### src/hw/rtl/neumann_laplacian_stream_assert.svh
// Assertion macros for the neumann_laplacian_stream block.
// No dependencies; taken in by the top level with `include.
`ifndef NEUMANN_LAPLACIAN_STREAM_ASSERT_SVH
`define NEUMANN_LAPLACIAN_STREAM_ASSERT_SVH

// Same-cycle implication, disabled during reset.
`define NLS_ASSERT_SAME(label, clk, rstn, ante, cons, msg) \
    label: assert property (@(posedge clk) disable iff (!rstn) (ante) |-> (cons)) \
        else $error(msg);

// Next-cycle implication, disabled during reset.
`define NLS_ASSERT_NEXT(label, clk, rstn, ante, cons, msg) \
    label: assert property (@(posedge clk) disable iff (!rstn) (ante) |=> (cons)) \
        else $error(msg);

`endif

### src/hw/rtl/nls_pkg.sv
// Shared constants and types for the Neumann Laplacian stream.
// No dependencies.
package nls_pkg;

    // configuration port
    localparam int CFG_INDEX_BITS = 1;
    localparam int CFG_DATA_BITS  = 16;
    localparam logic [CFG_INDEX_BITS-1:0] CFG_FRAME_WIDTH  = 1'b0;
    localparam logic [CFG_INDEX_BITS-1:0] CFG_FRAME_HEIGHT = 1'b1;

    localparam int WIDTH_REG_BITS = 13;
    localparam int ROW_BITS       = 16;
    localparam logic [WIDTH_REG_BITS-1:0] FRAME_WIDTH_RST = 13'd4096;
    localparam logic [ROW_BITS-1:0]       FRAME_HEIGHT_RST = 16'd4096;
    localparam int MIN_DIM = 3;

    // result range
    localparam int LAP_BITS = 19;
    localparam int LAP_MAX  = 262143;
    localparam int LAP_MIN  = -262144;

    typedef logic [ROW_BITS-1:0] row_t;

    // per-pixel neighborhood and result plan, computed at accept
    typedef struct packed {
        logic has_main;    // result for the pixel above
        logic has_side;    // last row: result for the pixel to the left
        logic has_corner;  // frame end: result for this pixel
        logic up_ok;
        logic left_ok;
        logic left2_ok;
        logic right_ok;
    } nls_flags_t;

    typedef struct packed {
        logic [2:0] pending;  // results still to send for the window item
        logic       load;     // a result moves into the output register
    } nls_status_t;

endpackage

### src/hw/rtl/nls_emit.sv
// Result sequencer, Laplacian arithmetic and output register.
// Depends on nls_pkg.
module nls_emit #(
    parameter int MAX_WIDTH  = 4096,
    parameter int PIXEL_BITS = 16
) (
    input  logic                            aclk,
    input  logic                            aresetn,
    input  logic                            accept,
    input  nls_pkg::nls_flags_t             flags_next,
    input  logic [PIXEL_BITS-1:0]           win_px,
    input  logic [PIXEL_BITS-1:0]           win_center,
    input  logic [PIXEL_BITS-1:0]           win_left,
    input  logic [PIXEL_BITS-1:0]           win_right,
    input  logic [PIXEL_BITS-1:0]           win_up,
    input  logic [PIXEL_BITS-1:0]           win_prev1,
    input  logic [PIXEL_BITS-1:0]           win_prev2,
    input  logic [$clog2(MAX_WIDTH)-1:0]    win_col,
    input  nls_pkg::row_t                   win_row,
    input  nls_pkg::nls_flags_t             win_flags,
    output logic                            s_ready,
    output logic                            m_valid,
    input  logic                            m_ready,
    output logic signed [nls_pkg::LAP_BITS-1:0] m_laplace_value,
    output logic [$clog2(MAX_WIDTH)-1:0]    m_out_col,
    output nls_pkg::row_t                   m_out_row,
    output logic                            m_end_of_frame,
    output logic                            m_last_of_run,
    output nls_pkg::nls_status_t            status
);
    import nls_pkg::*;

    localparam int COL_BITS = $clog2(MAX_WIDTH);
    localparam int SW = PIXEL_BITS + 2;
    localparam int DW = PIXEL_BITS + 3;
    localparam int EW = (DW > LAP_BITS) ? DW : LAP_BITS;

    logic [2:0] pend_reg, pend_next, pend_low, pend_rest;
    logic       out_load, last;

    logic                  m_valid_reg;
    logic signed [LAP_BITS-1:0] lap_reg;
    logic [COL_BITS-1:0]   col_reg;
    row_t                  row_reg;
    logic                  eof_reg, last_reg;

    // operand selection
    logic [PIXEL_BITS-1:0] op_c, op_u, op_d, op_l, op_r;
    logic                  en_u, en_d, en_l, en_r;
    logic [COL_BITS-1:0]   res_col;
    row_t                  res_row;

    logic [SW-1:0]         sum, n_center;
    logic [2:0]            n;
    logic signed [DW-1:0]  diff;
    logic signed [EW-1:0]  diff_x;
    logic signed [LAP_BITS-1:0] lap_sat;

    assign pend_low  = pend_reg & (~pend_reg + 3'd1);
    assign pend_rest = pend_reg & ~pend_low;
    assign last      = (pend_rest == 3'b000);
    assign out_load  = (pend_reg != 3'b000) && (!m_valid_reg || m_ready);
    assign s_ready   = (pend_reg == 3'b000) || (out_load && last);

    always_comb begin
        pend_next = pend_reg;
        if (accept) begin
            pend_next = {flags_next.has_corner, flags_next.has_side, flags_next.has_main};
        end else if (out_load) begin
            pend_next = pend_rest;
        end
    end

    always_ff @(posedge aclk) begin
        if (!aresetn) begin
            pend_reg    <= 3'b000;
            m_valid_reg <= 1'b0;
        end else begin
            pend_reg <= pend_next;
            if (out_load) begin
                m_valid_reg <= 1'b1;
            end else if (m_ready) begin
                m_valid_reg <= 1'b0;
            end
        end
    end

    // main: pixel above; side: left neighbor on last row; corner: final pixel
    always_comb begin
        if (pend_reg[0]) begin
            op_c = win_center;
            op_u = win_up;    en_u = win_flags.up_ok;
            op_d = win_px;    en_d = 1'b1;
            op_l = win_left;  en_l = win_flags.left_ok;
            op_r = win_right; en_r = win_flags.right_ok;
            res_col = win_col;
            res_row = win_row - ROW_BITS'(1);
        end else if (pend_reg[1]) begin
            op_c = win_prev1;
            op_u = win_left;  en_u = 1'b1;
            op_d = win_px;    en_d = 1'b0;
            op_l = win_prev2; en_l = win_flags.left2_ok;
            op_r = win_px;    en_r = 1'b1;
            res_col = win_col - COL_BITS'(1);
            res_row = win_row;
        end else begin
            op_c = win_px;
            op_u = win_center; en_u = 1'b1;
            op_d = win_px;     en_d = 1'b0;
            op_l = win_prev1;  en_l = win_flags.left_ok;
            op_r = win_px;     en_r = 1'b0;
            res_col = win_col;
            res_row = win_row;
        end
    end

    always_comb begin
        sum = (en_u ? SW'(op_u) : '0) + (en_d ? SW'(op_d) : '0)
            + (en_l ? SW'(op_l) : '0) + (en_r ? SW'(op_r) : '0);
        n = 3'(en_u) + 3'(en_d) + 3'(en_l) + 3'(en_r);
        case (n)
            3'd1:    n_center = SW'(op_c);
            3'd2:    n_center = SW'(op_c) << 1;
            3'd3:    n_center = (SW'(op_c) << 1) + SW'(op_c);
            3'd4:    n_center = SW'(op_c) << 2;
            default: n_center = '0;
        endcase
        diff   = $signed({1'b0, sum}) - $signed({1'b0, n_center});
        diff_x = EW'(diff);
        if (diff_x > EW'(LAP_MAX)) begin
            lap_sat = LAP_BITS'(LAP_MAX);
        end else if (diff_x < EW'(LAP_MIN)) begin
            lap_sat = LAP_BITS'(LAP_MIN);
        end else begin
            lap_sat = LAP_BITS'(diff_x);
        end
    end

    always_ff @(posedge aclk) begin
        if (out_load) begin
            lap_reg  <= lap_sat;
            col_reg  <= res_col;
            row_reg  <= res_row;
            eof_reg  <= win_flags.has_corner && last;
            last_reg <= last;
        end
    end

    assign m_valid         = m_valid_reg;
    assign m_laplace_value = lap_reg;
    assign m_out_col       = col_reg;
    assign m_out_row       = row_reg;
    assign m_end_of_frame  = eof_reg;
    assign m_last_of_run   = last_reg;
    assign status.pending  = pend_reg;
    assign status.load     = out_load;

endmodule

### config.mk
export PLATFORM = sky130hd
export DESIGN_NAME = nls_emit
export DESIGN_NICKNAME = d
export VERILOG_FILES = /design/src/hw/rtl/neumann_laplacian_stream_assert.svh /design/src/hw/rtl/nls_pkg.sv /design/src/hw/rtl/nls_emit.sv
export SDC_FILE = /design/constraint.sdc
export NUM_CORES = 1
export LEC_CHECK = 0
export ABC_AREA = 1
export BUFFER_PORTS_ARGS = -buffer_cell sky130_fd_sc_hd__buf_2
export CORE_MARGIN = 3
export CORE_UTILIZATION = 40
export CTS_BUF_LIST = sky130_fd_sc_hd__clkbuf_4 sky130_fd_sc_hd__clkbuf_8
export DETAILED_ROUTE_END_ITERATION = 16
export PLACE_DENSITY = 0.63
export SYNTH_ARGS = -nofsm -noshare
export SYNTH_HDL_FRONTEND = slang
export SYNTH_SLANG_ARGS = --single-unit
### constraint.sdc
create_clock -name aclk -period 7.83 [get_ports aclk]
set_input_delay 0.783 -clock aclk [delete_from_list [all_inputs] [get_ports aclk]]
set_output_delay 0.783 -clock aclk [all_outputs]
set_load 0.02 [all_outputs]
; Yosys cells after proc, flatten, opt, wreduce, memory -nomap -nowiden
; Index checks and enable logic that the tools add are counted.
[word_totals]
word_cells = 65
reg_bits = 53
output_inout_bits = 55
latch_bits = 0
ram_bits = 0
memories = 0
rom_bits = 0
input_bits = 158
[classes]
eq_ne = 4
reduce_logical = 11
shift = 0
n_lt_le_gt_ge = 2
n_mux = 26
mul = 0
div_mod_pow = 0
bitwise_logic = 4
add_sub_neg = 11
[op_table]
columns = op, count
row1 = $mux 16, 12
row2 = $pmux 18 s4, 1
row3 = $add 17x16->18, 2
row4 = $mux 12, 2
row5 = $gt 19x19->1 const B, 1
row6 = $lt 19x19->1 const B, 1
row7 = $mux 19, 1
row8 = $sub 18x18->19, 1
row9 = $add 18x16->18, 1
row10 = $add 16x16->17, 1
row11 = $sub 16x1->16 const B, 1
row12 = $sub 12x1->12 const B, 1
row13 = $mux 1, 8
row14 = $and 3x3->3, 2
row15 = $eq 3x2->1 const B, 2
row16 = $logic_not 3->1, 2
row17 = $mux 3, 2
row18 = $not 3->3, 2
row19 = $reduce_bool 2->1, 2
row20 = $add 2x1->3, 1
row21 = $add 3x1->3, 1
row22 = $add 3x1->3 const B, 1
row23 = $eq 3x1->1 const B, 1
row24 = $eq 3x3->1 const B, 1
row25 = other kinds (5), 8

; Longest topological paths before layout
; Gate-level depths: netlist of the first run.
[depth]
word_depth = 9
depth_mapped = 34
mapped_depth_nobuf = 32

; Least setup slack after synthesis of the first run
; Ideal clock, no wire load.
[synth_timing]
path_type = flip-flop to flip-flop
from = register pend_reg[0]
to = register lap_reg[17], in the netlist m_laplace_value[17], data pin
period_less_slack_ns = 5.592
n_path_buf = 4
setup_time_ns = 0.249
arrival_time_ns = 5.343
slack_ns = 2.238
path_stages_with_launch = 30
required_time_ns = 7.581
cell_sequence = dfxtp_1 buf_6 buf_2 buf_1 nand2_1 ha_1 inv_1 ha_1 ha_1 nand2_1 nor2_2 buf_2 nand2_1 nand2_1 a31oi_1 fa_1 inv_1 fa_1 inv_1 fa_1 ha_1 fa_1 nand3_1 nand2_1 nand3_1 nand2_1 nand3_1 nand3_1 nand2_1 inv_1
[synth_via]
elab_chain_cells = 9
elab_cells_between_ends = 28
cone_classes = add/sub (8) / order compare (2) / eq/ne (4) / mux (14)
[synth_rtl]
columns = item, line_no
row1 = "start, declared", nls_emit.sv:38  ; logic [2:0] pend_reg, pend_next, pend_low, pend_rest;
row2 = "start signal, assigned", nls_emit.sv:79  ; pend_reg <= pend_next;
row3 = branches (longest 6 deep; another with $add 17x16->18), --
row4 = $sub 18x18->19 (*), nls_emit.sv:128  ; diff = $signed({1'b0, sum}) - $signed({1'b0, n_center});
row5 = $lt 19x19->1, nls_emit.sv:132  ; end else if (diff_x < EW'(LAP_MIN)) begin
row6 = $mux 19, nls_emit.sv:132
row7 = "end signal, assigned", nls_emit.sv:141  ; lap_reg <= lap_sat;
row8 = "end, declared", nls_emit.sv:42  ; logic signed [LAP_BITS-1:0] lap_reg;
; Every way passes the cells marked *.
; A chain may end at the register's enable or synchronous reset.

; Worst setup path in the final report of the first run
; Ends and elaborated chain as after synthesis.

==> results.txt, run 1 <==
- TritonCTS built the clock tree.
- Across all layers, the routed design uses 7,826 vias.
- Switching share of power: 52.3%
* Cell area power density: around 280 nW/um^2
* Register share of total power: 19.0%
- The Yosys step of the flow raised 0 warnings.
* Cell accounting for the most synthesized area: nand2_1
- Number of nets in the final layout: 1,597
- Relative contribution of the clock network to total power: about 6.8%
* Reported max-cap violation count: 0
* Combinational group share of total power: 74.2%
* Area inside the core boundary: approximately 19,000 um^2
- For the worst setup path, the data arrival time is 6930 ps.
- For the final routed database, the setup TNS stands at 0 ps.
- Highest ir drop seen on vdd: 150 uV
- Once detailed placement completed, the half-perimeter wirelength came to between 15 and 20 mm.
* Clock latency of the later-clocked register in the worst-skew pair: 340 ps
- Leaving out fill and tap cells, the most frequent cell in the layout is nand2_1.
* DR DRC count: 0
* Hold Worst Slack: between 600 and 700 ps
* Post-layout min period: 6830 ps
- Number of cells traversed by the worst register-to-register path: 28
* Ratio of cells with drive above 1 in the final layout: just under 20%
* Sequential share of the synthesized area: 20.0%
- Lkg Pwr: 5.14 nW
- Count of clock tree sinks: 53
- Number of flip-flops in the largest register: 19
* First-pass iteration count of the detailed router: 5
* Count of input and output buffers: about 210
* Run status: complete, no violations
- For this run, the total global-route usage over all layers was measured as 22.5%.
* Required time of the critical path: 7930 ps
* Global route overflow: 0
* Most frequent cells in the layout: nand2_1, inv_1, buf_2
- The critical path is of the flop to flop type.
* Clock Tree Buf Depth: 2
* Worst path setup slack after routing: 999 ps
- Final critical-path share of the clock period: between 80% and 90%
- Entering global routing, the biggest net connects between 60 and 70 pins.
* Internal power of the cells: 1.20 mW
* Final Max Tran Viols: 0
- Buffers added to address setup during post-CTS repair amount to 0.
- The largest individual stage delay along the critical path comes from the cell dfxtp_4.
- The worst setup path is launched from a flop.
* RSZ-0062 raised after global routing: no
- Post-cts sizing count: 0
- Setup violations, final: 0
* Predominant post-synthesis flop cell: edfxtp_1
- The synthesized design contains 49 enable-type register cells.
- Fraction of registers with async set/reset: 0%
* Antenna violations before repair: 2
* Top-level I/O count: 213
- From bottom edge to top edge, the die measures 145 um.
* Cell mode on critical path: inv_1
* Effective utilization at floorplan: ~41%
- Clock tree synthesis selected as its root buffer the cell clkbuf_8.
* Portion of synthesized cell area occupied by the leading cell type: 19.7%
* Average cell area after synthesis: 6.68 um^2
- Gpl congestion: between 0.9 and 1
- At the pin with the least slew margin, the transition time is 756 ps.
* Number of failing hold endpoints at the final stage: 0
- Largest incremental delay on the critical path: 580 ps
- Derived from the worst setup path, the maximum achievable clock frequency is 146 MHz.
- Dividing the detail-routed via count by the number of cells gives ~4.9.
* Die width: 145 um
* Vias in the first global route: 7,509
* Row count: 50
- In this run, distinct cell masters in the synthesized netlist total 45.
* Starting DRC count in detailed routing: 478
- Synthesis produced a netlist whose cell count is 1,159.
* Net switching power figure: 1.32 mW
- The worst hold path belongs to the class flop to flop.
- On the final layout, the worst clock skew is 16.5 ps.
- The number of nets handed over by synthesis was about 1,400.
- Total of flip-flops plus latches after synthesis: 53
- Combined area of all synthesized cells: 7740 um^2
* Sequential Area: 1560 um^2
* Wire length of the first global-routing pass: between 30 and 40 mm
- Depth of the worst hold-timing path: 2
* Worst slack after detailed placement: between 900 and 1000 ps
- Hold-fix buffers at CTS: 0
- Of all nets on the critical path, the largest fanout is 29.
* Die ar.: 21,100 um^2
- After detailed routing, the average wire length per cell comes to about 15 um.
- Summed over all layers, the routed wires come to between 20 and 25 mm.
- Clock transition at the registers of the reported paths: 120 ps
* Count of filler cells inserted in the layout: between 1,500 and 2,000
* Antenna violation net count after detailed routing: 0
- The worst setup path is captured at a flop.
* Worst-case headroom to the max-slew limit: 49.5%
- In the final layout, the multi-input gates occupy 5060 um^2.
- By area the synthesized netlist is led by nand2_1, edfxtp_1, fa_1.
- Layout overhead on the synthesized area: 17.0%
- In this run the number of H-tree levels came out at 2.
- Cts bufs inserted: 5
power by group through the flow:
stage / clock network, mW / registers, mW / logic (mW)
after global routing: 0.185 / 0.487 / 2.13
after CTS: 0.177 / 0.480 / 1.87
final: 0.172 / 0.479 / 1.87
after global placement: 0 / 0.485 / 1.84
after floorplan: 0 / 0.578 / 1.29
after detailed placement: 0 / 0.486 / 1.86
critical path, delay by kind of cell, from the launching register on:
kind	cells	cell delay, ps
buffers and inverters	7	1040
AOI/OAI and AO/OA	2	440
DFF	1	580
and+or+nand+nor	11	1470
adders and majority gates	8	3040
per-stage QoR:
step | std cells | instance area [um^2] | power (mW) | util, %
floorplan | 1159 | 7740 | 1.87 | -
global placement | 1599 | 8960 | 2.33 | 47.4
detailed placement | 1599 | 8960 | 2.35 | 47.4
CTS | 1607 | 9050 | 2.53 | 47.9
global route | 1609 | 9050 | 2.81 | 47.9
finish | 1611 | 9060 | 2.52 | 47.9
final timing paths:
check	start	to	slack (ps)
worst max-delay path	pend_reg[0]	m_laplace_value[17]	1000
worst min register to register	pend_reg[2]	pend_reg[2]	600
worst min-delay path	pend_reg[2]	pend_reg[2]	600
worst max register to register	pend_reg[0]	m_laplace_value[17]	1000
layer usage:
metal  global-route usage (%)  vias up  share of wire [%]
met5                        0        -                  0
met1                     29.8     3579                 45
li1                         -     3947                  -
met4                     7.22        0                2.8
met2                     38.4      260                 46
met3                     2.75       40                5.7
cells in the mapped netlist, types with 3 or more instances:
| cell type | count |
|---|---|
| clkbuf_1 | 6 |
| dfxtp_1 | 4 |
| a21o_1 | 6 |
| xnor2_1 | 11 |
| o211ai_1 | 6 |
| a21oi_1 | 40 |
| inv_2 | 4 |
| o211ai_2 | 3 |
| buf_1 | 3 |
| nor3_1 | 6 |
| o21ai_0 | 54 |
| nor2_2 | 4 |
| nand2_2 | 3 |
| fa_1 | 49 |
| edfxtp_1 | 49 |
| xor2_1 | 24 |
| inv_1 | 240 |
| nor3_2 | 4 |
| buf_6 | 3 |
| nor2_1 | 66 |
| buf_2 | 15 |
| nand4_1 | 6 |
| nand3_1 | 60 |
| nand3b_1 | 3 |
| buf_4 | 6 |
| o221ai_2 | 6 |
| nand2_1 | 407 |
| ha_1 | 44 |
| o221ai_4 | 3 |
cell type report:
class | instances | share of cell area (%)
Multi-Input combinational cell | 827 | 55.9
Sequential cell | 53 | 17.2
Timing Repair Buffer | 214 | 12.0
Inverter | 245 | 10.2
Tap cell | 260 | 3.59
Clock buffer | 6 | 0.843
Clock inverter | 2 | 0.166
Antenna cell | 4 | 0.110
logic make-up after synthesis:
logic type,synth area share [%]
buf+inv,14.6
compound gates,11.2
simple gates,30.4
fa+ha+maj,19.8
flops,20.0
xor+xnor,3.96
Power figures use the tool's default switching activity.
==> run 2, diff against run 1 <==
Settings changed: CORE_MARGIN 3 to 4.
==> run 2 against run 1 <==
Sequential power about the same. Largest cell class unchanged. Critical path type unchanged. Total power rose by 0.83%. Setup slack better by 32 ps. Cell count about the same. Clock power is 17% higher. Clock-buffer cell count unchanged. Sequential share of layout area shrank 0.059 points. Global-route usage is 0.54 points lower. Hold slack lost 13 ps. Register-to-register slack improved by 30 ps. First-iteration DRC count down 1.0%. Die area increased by 2.8%.
==> results.txt, run 2 (same netlist as run 1, synthesis figures left out) <==
- The flow ran to the end, and the final reports show no timing, DRC or antenna violations.
* Post-DP HPWL: 19.6 mm
* Final Max Tran Viols: 0
* Required time of the critical path: 7930 ps
* Maximum frequency from static timing analysis: 147 MHz
- STA classifies the critical path startpoint as a flop.
- The number of gates resized after CTS was 0.
* Count of input and output buffers: 206
- Height of the die: 147 um
* Switching share of power: 51.5%
* Effective utilization at floorplan: between 40 and 50%
- The core region is roughly 19,000 um^2.
* Ratio of cells with drive above 1 in the final layout: between 10% and 20%
* Startpoint-to-endpoint class of the critical path: flop to flop
* Vias in the first global route: 7,496
- Wire length of the first global-routing pass: 38.4 mm
- The worst hold path begins at pend_reg[2].
- Across the VDD grid, the largest voltage drop is 190 uV.
* Wire length per cell after detailed routing: around 15 um
- Gpl congestion: between 0.9 and 1
* Hold-fix buffers at CTS: 0
- Post-layout min period: 6800 ps
- CP endpoint kind: flop
* Clock Tree Buf Depth: 2
- TritonCTS created 5 clock buffers.
- Worst-case headroom to the max-slew limit: between 40% and 50%
- Clock latency of the later-clocked register in the worst-skew pair: about 330 ps
- Cell area power density: 279 nW/um^2
- The library cell used most frequently in the layout, excluding fill and tap cells, is nand2_1.
- At the pin with the least slew margin, the transition time is roughly 780 ps.
- In this run, flip-flops and latches consume 18.8% of the power.
- Entering global routing, the biggest net connects 64 pins.
* Master of the slowest instance on the critical path: fa_1
- Fin Clk Skew: 6.05 ps
- Counting stages on the worst path, the most repeated cell is nand2_1.
- In this run the static leakage power is 5.17 nW.
* Relative contribution of the clock network to total power: 8.0%
- Buffers added to address setup during post-CTS repair amount to 0.
- GR Util All Layers: around 22%
* Reported max-cap violation count: 0
* Number of nets in the final layout: 1,598
- Antenna violations before repair: 3
- Combinational group share of total power: 73.3%
* Antenna violation net count after detailed routing: 0
- In this run, the number of DRC markers left after iteration 0 of detailed routing was 473.
- H-Tree Depth: 2
* Global route overflow: 0
- Number of flip-flops in the largest register: 19
* RSZ-0062 raised after global routing: no
* Final critical-path share of the clock period: slightly below 90%
- Setup violations, final: 0
* Most frequent cells in the layout: nand2_1, inv_1, buf_2
- The completed layout was analyzed and its total power is 2.54 mW.
- The worst hold path belongs to the class flop to flop.
- 213 I/O pins were placed.
- Clock tree from TritonCTS: done
- From synthesis to final layout, the design area changed by 17.4%.
- The largest single stage delay on the critical path is 580 ps.
* Count of clock tree sinks: 53
* Post-Route Setup TNS: 0 ps
* Routed WL: around 24 mm
- The pre-antenna-repair detailed-routing pass consisted of 5 iterations.
- In this run the horizontal extent of the chip is 147 um.
- DR DRC count: 0
- The final hold violation count is 0.
- Crit. Startpoint: pend_reg[0]
- Clock-pin slew was measured on the worst setup and hold paths at 100 ps.
- Clock tree synthesis selected as its root buffer the cell clkbuf_8.
- Max Fanout on Critical Path: 29
- Routed via count divided by cell count: 4.85
* Internal power of the cells: 1.23 mW
- The initialized floorplan defines 50 standard-cell rows.
- Summing over every cut layer, the via total after detailed routing is 7,815.
* Die ar.: 21,700 um^2
* Launch point of the worst reg-to-reg path: pend_reg[0]
* Net switching power figure: 1.31 mW
- Data on the critical path arrives at its endpoint at 6900 ps.
-- run 2: area by class of cell --
| type | instances | area, um^2 |
|---|---|---|
| Fill cell | 1999 | 9800 |
| Multi-Input combinational cell | 827 | 5060 |
| Sequential cell | 53 | 1560 |
| Timing Repair Buffer | 215 | 1100 |
| Inverter | 245 | 922 |
| Tap cell | 260 | 325 |
| Clock buffer | 6 | 76.3 |
| Clock inverter | 2 | 38.8 |
| Antenna cell | 4 | 10.0 |
-- run 2: path summary, 6_finish.rpt --
kind	cells after the start	slack, ps	to
setup / recovery	28	1030	m_laplace_value[17]
hold / removal	2	590	pend_reg[2]
setup reg to reg	28	1030	m_laplace_value[17]
hold reg to reg	2	590	pend_reg[2]
-- run 2: through the flow --
stage / cells / util (%) / cell area (um^2) / worst slack, ps / hold slack [ps]
CTS: 1608 / 48.1 / 9080 / 1020 / 592
global route: 1611 / 48.1 / 9090 / 515 / 631
detailed placement: 1600 / 47.5 / 8960 / 1050 / 573
finish: 1612 / 48.1 / 9090 / 1030 / 587
floorplan: 1159 / - / 7740 / 2240 / 628
global placement: 1600 / 47.5 / 8960 / 1090 / 563
-- run 2: layer usage --
| layer | vias up | part of all wire, % | track usage (%) |
|---|---|---|---|
| li1 | 3952 | - | - |
| met5 | - | 0 | 0 |
| met1 | 3575 | 44 | 28.8 |
| met2 | 252 | 47 | 37.7 |
| met4 | 0 | 2.7 | 7.08 |
| met3 | 36 | 6.3 | 2.56 |
-- run 2: power groups by stage --
| stage | Sequential (mW) | Combinational [mW] | Clock (mW) |
|---|---|---|---|
| final | 0.477 | 1.86 | 0.202 |
| after detailed placement | 0.484 | 1.85 | 0 |
| after CTS | 0.477 | 1.87 | 0.209 |
| after global routing | 0.484 | 2.13 | 0.221 |
| after floorplan | 0.578 | 1.29 | 0 |
| after global placement | 0.484 | 1.83 | 0 |
-- run 2: critical path, delay by kind of cell, from the launching register on --
kind | cells | cell delay, ps
adder cells (fa/ha/maj) | 7 | 2980
AND/OR/NAND/NOR | 13 | 1650
buffers and inverters | 7 | 1060
flip-flops | 1 | 570
AO/OA/AOI/OAI | 1 | 280
==> run 3, diff against run 2 <==
Settings changed: CORE_UTILIZATION 40 to 35, CTS_BUF_LIST sky130_fd_sc_hd__clkbuf_4 sky130_fd_sc_hd__clkbuf_8 to unset, PLACE_DENSITY 0.63 to 0.56.
==> run 3 against run 2 <==
Combinational power about the same. Largest power group unchanged. Global-route usage decreased by 1.7 points. Via count decreased by 2.4%. Hold slack got worse by 43 ps. Critical path depth decreased by 2. Highest routed layer unchanged. Largest cell class unchanged. Die area increased by 13%. Critical path type unchanged.
==> results.txt, run 3 (same netlist as run 1, synthesis figures left out) <==
- The H-tree generated during clock tree synthesis spans 2 levels.
- The number of max-slew violations in the final report came to 0.
* Maximum frequency from static timing analysis: 149 MHz
- Clock Tree Buf Depth: 2
- Summing all placed instances gives a cell area of 9000 um^2.
- Worst EP arrival: 6780 ps
- Summing all multi-input logic gate instances after layout gives between 5000 and 6000 um^2.
* Fin Clk Skew: 15.2 ps
* Global route overflow: 0
- Gpl congestion: 0.879
- First-pass iteration count of the detailed router: 5
- Entering global routing, the biggest net connects 56 pins.
- Once layout is done, the placed cells without fillers occupy 9160 um^2.
- For this design the static power due to leakage is 5.19 nW.
* Worst-case headroom to the max-slew limit: roughly 46%
- Clock latency of the later-clocked register in the worst-skew pair: 310 ps
- The clock net in this run drives a total of 53 sinks.
- Cts bufs inserted: 5
- Counting the fill cells in the layout gives about 2,400.
- Detailed placement ended at an HPWL of between 20 and 25 mm.
* Post-Route Setup TNS: 0 ps
- The worst setup path is captured at a flop.
* Antenna violation net count after detailed routing: 0
- Number of nets in the final layout: 1,600
- Largest incremental delay on the critical path: 610 ps
- The run finished with clean final reports.
- By startpoint and endpoint, the worst setup path is classified as flop to flop.
- Switching share of power: between 50% and 60%
- Count of buffer and inverter cells on the critical path: 7
- Per report_power, the sequential group accounts for 18.3% of the total.
- The floorplan has 54 rows.
- Using the TritonRoute via totals, the vias-per-cell ratio works out to 4.68.
- Post-cts sizing count: 0
* Worst-Margin Slew: approximately 810 ps
* Effective utilization at floorplan: roughly 35%
- Class of the tightest hold or removal check: flop to flop
* Vias in the first global route: 7,440
* Total via count in the routed design: between 7,000 and 8,000
- In the final layout, flip-flops and latches occupy 1560 um^2.
- For flop-to-flop paths, the worst setup slack is 1120 ps.
- Once the clock tree was built, the setup fixing pass inserted 0 buffers.
* RSZ-0062 raised after global routing: no
- Antenna violations before repair: 0
* Wire length per cell after detailed routing: 15.5 um
- Summed over all nets, the switching power comes to 1.35 mW.
- STA classifies the critical path startpoint as a flop.
- Die ar.: 24,600 um^2
- Die width: 157 um
* Max Fanout on Critical Path: 24
* CTS root buf: clkbuf_16
- Number of flip-flops in the largest register: 19
- Clock transition at the registers of the reported paths: 90 ps
* Internal power of the cells: 1.26 mW
* Count of input and output buffers: around 210
- Number of failing hold endpoints at the final stage: 0
* Top-level I/O count: 213
- The die is 157 um tall.
* Placed cell count: 1,622
- The share of total power dissipated in combinational logic is 72.6%.
- Area inside the core boundary: 21,800 um^2
- The first global-routing pass estimated 39.4 mm of wire.
- In the global route stage, overall resource usage came out at 20.2%.
- Across the run, the number of max-cap violations was 0.
* Required time of the critical path: around 7900 ps
- On the critical path, the stage with the largest delay is an instance of fa_1.
- TritonCTS built the clock tree.
- Worst path top cell family by delay: adder cells
- Relative contribution of the clock network to total power: a little under a tenth
- Cell mode on critical path: fa_1
* Total power: 2.60 mW
* Setup violations, final: 0
- Wires add up to 25.2 mm.
* Hold-fix buffers at CTS: 0
- Ratio of cells with drive above 1 in the final layout: 19.6%
* Starting DRC count in detailed routing: 380
* Cell Count, Final, Fillers Out: 1,630
- The number of antenna diodes in the final layout is 0.
- Highest ir drop seen on vdd: 145 uV
- From synthesis to final layout, the design area changed by 18.2%.
- Post-layout min period: between 6000 and 7000 ps
- Final critical-path share of the clock period: 85.7%
- Hold Worst Slack: 544 ps
- Cell area power density: 284 nW/um^2
- DR DRC count: 0
- Most frequent cells in the layout: nand2_1, inv_1, buf_2
- Leaving out fill and tap cells, the most frequent cell in the layout is nand2_1.
[run 3: power by group through the flow]
stage / sequential, mW / clock [mW] / combinational [mW]
floorplan: 0.578 / 0 / 1.29
detailed placement: 0.484 / 0 / 1.89
CTS: 0.478 / 0.242 / 1.90
global placement: 0.481 / 0 / 1.88
finish: 0.476 / 0.237 / 1.89
global route: 0.483 / 0.253 / 2.16
[run 3: path summary, 6_finish.rpt]
path,start,endpoint,cells after the start
setup / recovery,pend_reg[0],m_laplace_value[17],26
hold / removal,pend_reg[0],pend_reg[0],2
setup reg to reg,pend_reg[0],m_laplace_value[17],26
hold reg to reg,pend_reg[0],pend_reg[0],2
[run 3: metrics by stage]
step	worst slack [ps]	util [%]
final	1120	42.0
after global routing	662	42.0
after CTS	1150	42.0
after detailed placement	1170	41.3
after global placement	1150	41.3
after floorplan	2240	-
[run 3: worst reg2reg max path: stages (launching register included)]
cell     delay, ps
dfxtp_4        370
inv_4          320
nand2_4        290
o21ai_1        230
inv_2          240
fa_1           620
nand2_1         70
nor2_2          70
buf_4          260
nor3_2         110
inv_1          450
a31oi_1        280
fa_1           580
inv_1           50
fa_1           530
inv_1           50
fa_1           510
ha_1           250
fa_1           410
nand3_1         90
nand2_1        120
nand3_1        100
nand2_1        130
nand3_1        140
nand3_1         80
nand2_1         90
inv_1           40
[run 3: layout make-up]
class	instances	area share, %
Multi-Input combinational cell	827	55.3
Sequential cell	53	17.0
Timing Repair Buffer	217	12.2
Clock buffer	5	1.37
Tap cell	280	3.83
Inverter	245	10.1
Clock inverter	3	0.273
[run 3: per-layer routing]
layer / GRT usage (%) / up-vias / wire [um]
met5: 0 / - / 0
met1: 27.7 / 3483 / 11600
met4: 3.26 / 0 / 201
li1: - / 3946 / -
met3: 1.52 / 7 / 1240
met2: 35.6 / 191 / 12200
